<file path="src/design/vrf_pkg.sv">
// Shared types and constants for the video register file with vblank/NMI timing.
package vrf_pkg;

  typedef enum logic [1:0] {
    FUNC_READ  = 2'd0,
    FUNC_WRITE = 2'd1,
    FUNC_TIME  = 2'd2
  } func_t;

  typedef struct packed {
    func_t       func;
    logic [15:0] address;
    logic [7:0]  write_data;
    logic [9:0]  cpu_cycles_elapsed;
  } item_t;

  localparam int unsigned DOT_W = 17;

  localparam logic [15:0] REG_BASE = 16'h2000;
  localparam logic [15:0] REG_LAST = 16'h2007;

  localparam logic [2:0] REG_CTRL   = 3'd0;
  localparam logic [2:0] REG_STATUS = 3'd2;

  localparam int unsigned STATUS_BIT = 7;

  localparam int unsigned DOTS_PER_LINE = 341;
  localparam int unsigned VBLANK_LINE   = 241;
  localparam int unsigned PRE_LINE      = 261;

  localparam logic [DOT_W-1:0] FRAME_LONG  = DOT_W'(DOTS_PER_LINE * 262);
  localparam logic [DOT_W-1:0] FRAME_SHORT = DOT_W'(DOTS_PER_LINE * 261 + 340);

  // dot 1 to dot 340 of the vblank and pre-render lines
  localparam logic [DOT_W-1:0] VBL_FIRST = DOT_W'(DOTS_PER_LINE * VBLANK_LINE + 1);
  localparam logic [DOT_W-1:0] VBL_LAST  = DOT_W'(DOTS_PER_LINE * (VBLANK_LINE + 1) - 1);
  localparam logic [DOT_W-1:0] PRE_FIRST = DOT_W'(DOTS_PER_LINE * PRE_LINE + 1);
  localparam logic [DOT_W-1:0] PRE_LAST  = DOT_W'(DOTS_PER_LINE * (PRE_LINE + 1) - 1);

endpackage

</file>
<file path="src/design/vrf_if.sv">
// Request and response channel interfaces with valid/ready handshake.
interface vrf_req_if;
  logic        valid;
  logic        ready;
  logic [1:0]  func;
  logic [15:0] address;
  logic [7:0]  write_data;
  logic [9:0]  cpu_cycles_elapsed;

  modport source (output valid, func, address, write_data, cpu_cycles_elapsed,
                  input ready);
  modport sink   (input valid, func, address, write_data, cpu_cycles_elapsed,
                  output ready);
endinterface

interface vrf_rsp_if;
  logic        valid;
  logic        ready;
  logic [7:0]  read_data;
  logic        nmi_request;
  logic        vblank;
  logic [31:0] frame_count;

  modport source (output valid, read_data, nmi_request, vblank, frame_count,
                  input ready);
  modport sink   (input valid, read_data, nmi_request, vblank, frame_count,
                  output ready);
endinterface

</file>
<file path="src/design/vrf_input_stage.sv">
// Input register: captures one request transfer per cycle while it is empty or the engine takes its held item.
module vrf_input_stage (
  input  logic          clk,
  input  logic          rst,
  vrf_req_if.sink       req,
  input  logic          take,
  output logic          item_valid,
  output vrf_pkg::item_t item
);
  import vrf_pkg::*;

  assign req.ready = !item_valid || take;

  always_ff @(posedge clk) begin
    if (rst) begin
      item_valid <= 1'b0;
    end else if (req.ready) begin
      item_valid <= req.valid;
    end
  end

  always_ff @(posedge clk) begin
    if (req.valid && req.ready) begin
      item.func               <= func_t'(req.func);
      item.address            <= req.address;
      item.write_data         <= req.write_data;
      item.cpu_cycles_elapsed <= req.cpu_cycles_elapsed;
    end
  end

endmodule

</file>
<file path="src/design/vrf_engine.sv">
// Register file, dot counter, vblank/NMI state and the result register.
module vrf_engine (
  input  logic           clk,
  input  logic           rst,
  input  logic           item_valid,
  input  vrf_pkg::item_t item,
  output logic           take,
  vrf_rsp_if.source      rsp
);
  import vrf_pkg::*;

  logic [7:0]       register_bytes [8];
  logic             nmi_flag;
  logic             nmi_enable;
  logic             nmi_line;
  logic [DOT_W-1:0] dot_count;
  logic             frame_parity;
  logic [31:0]      frames_done;

  logic [7:0]       register_bytes_next [8];
  logic             nmi_flag_next;
  logic             nmi_enable_next;
  logic             nmi_line_next;
  logic [DOT_W-1:0] dot_count_next;
  logic             frame_parity_next;
  logic [31:0]      frames_done_next;
  logic [7:0]       rd;
  logic             pulse;

  logic             hit;
  logic [2:0]       idx;
  logic [DOT_W-1:0] len;
  logic [DOT_W-1:0] sum;
  logic             in_vbl;
  logic             in_pre;

  assign take = item_valid && (!rsp.valid || rsp.ready);
  assign hit  = (item.address >= REG_BASE) && (item.address <= REG_LAST);
  assign idx  = item.address[2:0];
  assign len  = frame_parity ? FRAME_SHORT : FRAME_LONG;
  assign sum  = dot_count + {6'd0, item.cpu_cycles_elapsed, 1'b0}
                          + {7'd0, item.cpu_cycles_elapsed};

  always_comb begin
    register_bytes_next = register_bytes;
    nmi_flag_next       = nmi_flag;
    nmi_enable_next     = nmi_enable;
    nmi_line_next       = nmi_line;
    dot_count_next      = dot_count;
    frame_parity_next   = frame_parity;
    frames_done_next    = frames_done;
    rd                  = 8'd0;
    pulse               = 1'b0;
    in_vbl              = 1'b0;
    in_pre              = 1'b0;
    case (item.func)
      FUNC_READ: begin
        if (hit) begin
          if (idx == REG_STATUS) begin
            register_bytes_next[REG_STATUS][STATUS_BIT] = nmi_flag;
            nmi_flag_next = 1'b0;
          end
          rd = register_bytes_next[idx];
        end
      end
      FUNC_WRITE: begin
        if (hit) begin
          register_bytes_next[idx] = item.write_data;
          if (idx == REG_CTRL) begin
            nmi_enable_next = item.write_data[STATUS_BIT];
          end
        end
      end
      FUNC_TIME: begin
        // one wrap at most: the added dots stay well below a frame
        if (sum >= len) begin
          dot_count_next    = sum - len;
          frame_parity_next = !frame_parity;
          frames_done_next  = frames_done + 32'd1;
        end else begin
          dot_count_next = sum;
        end
        in_vbl = (dot_count_next >= VBL_FIRST) && (dot_count_next <= VBL_LAST);
        in_pre = (dot_count_next >= PRE_FIRST) && (dot_count_next <= PRE_LAST);
        if (!register_bytes[REG_STATUS][STATUS_BIT] && in_vbl) begin
          register_bytes_next[REG_STATUS][STATUS_BIT] = 1'b1;
          nmi_flag_next = 1'b1;
        end
        if (register_bytes[REG_STATUS][STATUS_BIT] && in_pre) begin
          register_bytes_next[REG_STATUS][STATUS_BIT] = 1'b0;
          nmi_flag_next = 1'b0;
        end
        nmi_line_next = nmi_flag_next && nmi_enable;
        pulse         = !nmi_line && nmi_line_next;
      end
      default: begin
      end
    endcase
  end

  always_ff @(posedge clk) begin
    if (rst) begin
      for (int i = 0; i < 8; i++) begin
        register_bytes[i] <= 8'd0;
      end
      nmi_flag     <= 1'b0;
      nmi_enable   <= 1'b0;
      nmi_line     <= 1'b0;
      dot_count    <= '0;
      frame_parity <= 1'b0;
      frames_done  <= 32'd0;
      rsp.valid    <= 1'b0;
    end else begin
      if (take) begin
        register_bytes <= register_bytes_next;
        nmi_flag       <= nmi_flag_next;
        nmi_enable     <= nmi_enable_next;
        nmi_line       <= nmi_line_next;
        dot_count      <= dot_count_next;
        frame_parity   <= frame_parity_next;
        frames_done    <= frames_done_next;
      end
      if (!rsp.valid || rsp.ready) begin
        rsp.valid <= item_valid;
      end
    end
  end

  always_ff @(posedge clk) begin
    if (take) begin
      rsp.read_data   <= rd;
      rsp.nmi_request <= pulse;
      rsp.vblank      <= register_bytes_next[REG_STATUS][STATUS_BIT];
      rsp.frame_count <= frames_done_next;
    end
  end

  a_dot_in_frame: assert property (@(posedge clk) disable iff (rst)
    dot_count < FRAME_LONG)
    else $error("dot counter beyond frame length");

  a_pulse_line_high: assert property (@(posedge clk) disable iff (rst)
    rsp.valid && rsp.nmi_request |-> nmi_line || $past(take))
    else $error("NMI pulse without NMI line");

  a_frames_on_time_only: assert property (@(posedge clk) disable iff (rst)
    take && item.func != FUNC_TIME |=> frames_done == $past(frames_done))
    else $error("frame count moved on a bus access");

  a_pulse_time_only: assert property (@(posedge clk) disable iff (rst)
    take && item.func != FUNC_TIME |=> !rsp.nmi_request)
    else $error("NMI pulse on a bus access");

endmodule

</file>
<file path="src/design/video_register_file_vblank_nmi_core.sv">
// Top level of the video register file with vblank and NMI timing.
//
// req carries bus reads, bus writes and time-advance items; rsp returns one
// result per item (read byte, NMI pulse, vblank flag, frame count).
// A transfer happens on a rising edge with valid and ready both high.
// A request is held in the input register and its result in the result
// register before the result can transfer on rsp.
// Throughput: one item per cycle while rsp does not stall; the state update
// is a three-input 17-bit add, a frame-length compare and subtract, and
// range compares on the dot count.
// When rsp stalls, the result register holds; the input register takes one
// more item only if empty, then req.ready drops until rsp drains.
// Reset (synchronous, active high) clears the registers, flags, dot count,
// frame parity and frame count, and empties both stages.
module video_register_file_vblank_nmi_core (
  input  logic      clk,
  input  logic      rst,
  vrf_req_if.sink   req,
  vrf_rsp_if.source rsp
);
  import vrf_pkg::*;

  logic  item_valid;
  item_t item;
  logic  take;

  vrf_input_stage u_input_stage (
    .clk        (clk),
    .rst        (rst),
    .req        (req),
    .take       (take),
    .item_valid (item_valid),
    .item       (item)
  );

  vrf_engine u_engine (
    .clk        (clk),
    .rst        (rst),
    .item_valid (item_valid),
    .item       (item),
    .take       (take),
    .rsp        (rsp)
  );

endmodule
</file>
<file path="src/flat_wrapper.sv">
// flat-port wrapper written by rule: the top's interface ports become plain ports
module video_register_file_vblank_nmi_core_flat import vrf_pkg::*;
  (clk, rst, req_valid, req_func, req_address, req_write_data, req_cpu_cycles_elapsed, req_ready, rsp_valid, rsp_read_data, rsp_nmi_request, rsp_vblank, rsp_frame_count, rsp_ready);
  vrf_req_if req_i ();
  vrf_rsp_if rsp_i ();
  input  logic clk;
  input  logic rst;
  input wire logic [$bits(req_i.valid)-1:0] req_valid;
  input wire logic [$bits(req_i.func)-1:0] req_func;
  input wire logic [$bits(req_i.address)-1:0] req_address;
  input wire logic [$bits(req_i.write_data)-1:0] req_write_data;
  input wire logic [$bits(req_i.cpu_cycles_elapsed)-1:0] req_cpu_cycles_elapsed;
  output wire logic [$bits(req_i.ready)-1:0] req_ready;
  output wire logic [$bits(rsp_i.valid)-1:0] rsp_valid;
  output wire logic [$bits(rsp_i.read_data)-1:0] rsp_read_data;
  output wire logic [$bits(rsp_i.nmi_request)-1:0] rsp_nmi_request;
  output wire logic [$bits(rsp_i.vblank)-1:0] rsp_vblank;
  output wire logic [$bits(rsp_i.frame_count)-1:0] rsp_frame_count;
  input wire logic [$bits(rsp_i.ready)-1:0] rsp_ready;
  assign req_i.valid = req_valid;
  assign req_i.func = req_func;
  assign req_i.address = req_address;
  assign req_i.write_data = req_write_data;
  assign req_i.cpu_cycles_elapsed = req_cpu_cycles_elapsed;
  assign req_ready = req_i.ready;
  assign rsp_valid = rsp_i.valid;
  assign rsp_read_data = rsp_i.read_data;
  assign rsp_nmi_request = rsp_i.nmi_request;
  assign rsp_vblank = rsp_i.vblank;
  assign rsp_frame_count = rsp_i.frame_count;
  assign rsp_i.ready = rsp_ready;
  video_register_file_vblank_nmi_core u_core (.clk(clk), .rst(rst), .req(req_i), .rsp(rsp_i));
endmodule
</file>
<file path="config.mk">
export PLATFORM = sky130hd
export DESIGN_NAME = video_register_file_vblank_nmi_core_flat
export DESIGN_NICKNAME = d
export VERILOG_FILES = /design/src/design/vrf_pkg.sv /design/src/design/vrf_if.sv /design/src/design/vrf_input_stage.sv /design/src/design/vrf_engine.sv /design/src/design/video_register_file_vblank_nmi_core.sv /design/src/flat_wrapper.sv
export SDC_FILE = /design/constraint.sdc
export NUM_CORES = 1
export LEC_CHECK = 0
export BUFFER_PORTS_ARGS = -buffer_cell sky130_fd_sc_hd__clkbuf_2
export CAP_MARGIN = 20
export CORE_MARGIN = 2
export CORE_UTILIZATION = 60
export DETAILED_ROUTE_END_ITERATION = 8
export GPL_TIMING_DRIVEN = 0
export PLACE_DENSITY = 0.91
export SLEW_MARGIN = 5
export SYNTH_ARGS = -nofsm -noshare
export SYNTH_HDL_FRONTEND = slang
export SYNTH_SLANG_ARGS = --single-unit
</file>
<file path="constraint.sdc">
create_clock -name clk -period 6.9 [get_ports clk]
set_clock_uncertainty 0.05 [all_clocks]
set_input_delay 1.38 -clock clk [delete_from_list [all_inputs] [get_ports clk]]
set_output_delay 1.38 -clock clk [all_outputs]
set_load 0.02 [all_outputs]
</file>
==> results.md <==
• CP startpoint: u_core.u_input_stage.item[1]$_DFFE_PP_
• maximum number of buffers from clock root to sink: 2
• top post-synthesis cells by count: sky130_fd_sc_hd__nand2_1 (194), sky130_fd_sc_hd__dfxtp_1 (119), sky130_fd_sc_hd__nor2_1 (119)
• portion of the clock cycle consumed by the worst path in the final layout: 83.7%
• utilization after layout: 69.4%
• Pre-Repair DR Iteration Count: 8
• arrival time at the worst endpoint: 5.91 ns
• number of antenna violations at the first check in global routing: 0
• sequential standard cell area: 4720 µm²
• Overall Global Routing Usage: 28.9%
• type of the worst min-delay path: reg -> reg
• number of standard-cell rows in the floorplan: 47
• run status: finished, final reports clean
• Post-Synthesis Cells: 1108
• final RePlAce weighted congestion: 0.938
• min-delay src: u_core.u_engine.register_bytes[32]$_SDFFE_PP0P_
• share of layout cells above drive strength 1: 14.2%
• average footprint of a synthesized cell: 9.29 µm²
• share of the synthesized area in the top cell type: 23.1%
• number of sinks on the clock net: 197
• Slew headroom: 30.9%
• reg2reg setup slack: 1.13 ns
• global-route wire length before repair: 41500 µm
• CTS resizes: 0
• CP Cell Sequence: inv_1 -> fa_1 -> inv_1 -> ha_1 -> fa_1 -> a21oi_1 -> o211a_1 -> o21ai_0 -> o211ai_2 -> nor4b_4 -> a21oi_4 -> o21a_2 -> buf_6 -> o32ai_1 -> o311ai_0 -> nor3_1 -> a2111oi_2 -> o31ai_1 -> o21ba_2
• unrepaired setup endpoints after global routing: false
• reg-to-reg critical path endpoint: u_core.u_engine.rsp.vblank$_DFFE_PP_
• post-detailed-placement half-perimeter wirelength: 18600 µm
• post-route cell area: 11600 µm²
• die span in x: 135 µm
• clock tree from TritonCTS: built
• post-route DRC violation count: 0
• predominant post-synthesis flop cell: sky130_fd_sc_hd__dfxtp_1
• depth of the worst hold-timing path: 2
• placed cell area: 11000 µm²
• combined area of the multi-input logic cells: 5250 µm²
• number of enable-type register cells in the synthesized netlist: 78
• routed wire length per instance: 18.2 µm
• root buffer selected by CTS: sky130_fd_sc_hd__clkbuf_16
• core region area: 16700 µm²
• cts-stage hold buffer count: 0
• Yosys cell types: 79
• synthesis-stage register bit count: 197
• number of pins with negative max-slew slack in the final report: 0
• power density cells: 233 nW/µm²
• setup violators final: 0
• Worst path top cell family by delay: compound AO/OA/AOI/OAI gates
• maximum fanout count along the critical path: 10
• number of antenna repair diodes: 0
• post-synthesis async set-or-reset flop share: 0%
• top achievable clock speed: 0.173 GHz
• worst skew pair latency: 0.44 ns
• num ports: 84
• Worst Max-Slew Pin Slew: 1.03 ns
• Starting DRT DRC Count: 1222
• sink of the worst hold path: u_core.u_engine.register_bytes[32]$_SDFFE_PP0P_
• Post-Syn Nets: 1175
• most area-hungry cell type in the Yosys netlist: sky130_fd_sc_hd__dfxtp_1
• Max H-tree Level: 4
• initial core utilization: 61.6%
• sum of routed wire length over all layers: 26200 µm
• clock input transition at the sequential cells of the worst setup and hold paths: 0.07 ns
• most repeated cell in the gate-level netlist after synthesis: sky130_fd_sc_hd__nand2_1
• sequential element share of the synthesized area: 45.9%
• worst path required time: 7.04 ns
• worst supply voltage drop on vdd: 0.000204 V
• # Post-CTS Setup Buffers: 0
• final hold violation count: 0
• PortBufs: 82
• netlist area before placement: 10300 µm²
• Vias/cell: 6.23
• count of cells along the worst register-to-register path: 19
• max-cap violation count: 0
• vias in the first global route: 8426
• CTS Buf Count: 17
• startpoint types: flip-flop
• reg-to-reg startpoint: u_core.u_input_stage.item[1]$_DFFE_PP_
• vias post-DR: 9001
• top area cells in the synthesized netlist: sky130_fd_sc_hd__dfxtp_1 (23%), sky130_fd_sc_hd__edfxtp_1 (23%), sky130_fd_sc_hd__nand2_1 (7.1%)
• residual overflow from global routing: 0
• ANT nets after route: 0
• synth warn: 0
• Filler Cells Inserted: 1249
• smallest hold slack: 0.404 ns
• area growth from synthesis to final layout: 12.6%
• post-layout total power: 2700 µW
• largest net degree at the start of global routing: 37
• max incr delay on CP: 0.62 ns
• reported leakage power: 0.00405 µW
• shortest period the worst path allows: 5.77 ns
• die height: 135 µm
• slowest cell on the critical path: sky130_fd_sc_hd__nor4b_4
• CP endpoint kind: flip-flop
• full die area: 18200 µm²
• classification of the worst setup path: reg -> reg
• number of nets in the finished design: 1278
• Bufs and invs on worst path: 3
• setup TNS: 0 ns
## power by group
group          switching, µW  internal [µW]
Sequential              13.1           1240
Combinational            321            152
Clock                    467            507
Total                    801           1900
## how the worst max path moves through the flow
stage | to | slack (ns) | cells after the start
2_1_floorplan | u_core.u_engine.rsp.nmi_request$_SDFFCE_PN0P_ | 2.04 | 19
3_3_place_gp | u_core.u_engine.frames_done[31]$_SDFFE_PP0P_ | 1.29 | 19
3_5_place_dp | u_core.u_engine.rsp.frame_count[31]$_DFFE_PP_ | 1.26 | 18
4_1_cts | u_core.u_engine.rsp.frame_count[31]$_DFFE_PP_ | 1.25 | 18
5_1_grt | u_core.u_engine.frames_done[31]$_SDFFE_PP0P_ | 0.84 | 19
6_report | u_core.u_engine.rsp.vblank$_DFFE_PP_ | 1.13 | 19
## routing by layer
metal,part of all wire [%],up-vias,global-route usage [%],routed length (µm)
li1,-,4152,-,-
met2,47,600,47.0,12400
met5,0,-,0,0
met4,3.0,0,12.2,783
met1,40,4165,37.2,10400
met3,10,84,7.02,2670
## worst min-delay path: stages, from the launching register on
cell	delay, ns
sky130_fd_sc_hd__dfxtp_1	0.31
sky130_fd_sc_hd__nand2_1	0.05
sky130_fd_sc_hd__a21oi_1	0.05
## logic make-up (layout without fill, tap and decap cells)
logic type               count (synthesis)  count (layout)  share of synthesized area [%]
buffers and inverters                   77             193                           3.20
flip-flops                             197             197                           45.9
AO/OA/AOI/OAI                          224             224                           14.4
AND/OR/NAND/NOR                        472             472                           21.2
adder cells (fa/ha/maj)                 27              27                           4.08
XOR/XNOR                                82              82                           7.12
multiplexers                            29              29                           4.08
## state kept, by name, indices dropped and copies added, names as in the netlist
| signal | cells |
|---|---|
| u_core.u_engine.dot_count | 17 |
| u_core.u_engine.frame_parity | 1 |
| u_core.u_engine.frames_done | 32 |
| u_core.u_engine.nmi_enable | 1 |
| u_core.u_engine.nmi_flag | 1 |
| u_core.u_engine.nmi_line | 1 |
| u_core.u_engine.register_bytes | 64 |
| u_core.u_engine.rsp.frame_count | 32 |
| u_core.u_engine.rsp.nmi_request | 1 |
| u_core.u_engine.rsp.read_data | 8 |
| u_core.u_engine.rsp.valid | 1 |
| u_core.u_engine.rsp.vblank | 1 |
| u_core.u_input_stage.item | 36 |
| u_core.u_input_stage.item_valid | 1 |
## cell usage in the layout, fill, tap and decap left out, drive strengths merged, types with 22 or more instances in the layout
| cell | count |
|---|---|
| nand2 | 195 |
| buf | 22 |
| nor3 | 31 |
| o21ai | 31 |
| inv | 27 |
| edfxtp | 78 |
| a21oi | 99 |
| dfxtp | 119 |
| clkbuf | 139 |
| xnor2 | 46 |
| nand3 | 41 |
| nor2 | 120 |
| xor2 | 36 |
## metrics by stage
stage | cells | setup WS (ns)
after floorplan | 1108 | 2.04
after global placement | 1410 | 1.29
after detailed placement | 1412 | 1.26
after CTS | 1444 | 1.25
after global routing | 1444 | 0.838
final | 1444 | 1.13
## cell type report
type | count | share of cell area (%)
Multi-Input combinational cell | 834 | 45.3
Sequential cell | 197 | 40.7
Clock buffer | 20 | 4.04
Timing Repair Buffer | 84 | 3.78
Tap cell | 220 | 2.37
Buffer | 57 | 2.20
Clock inverter | 12 | 0.960
Inverter | 20 | 0.647
No activity file was read; power rests on OpenSTA's default activity.
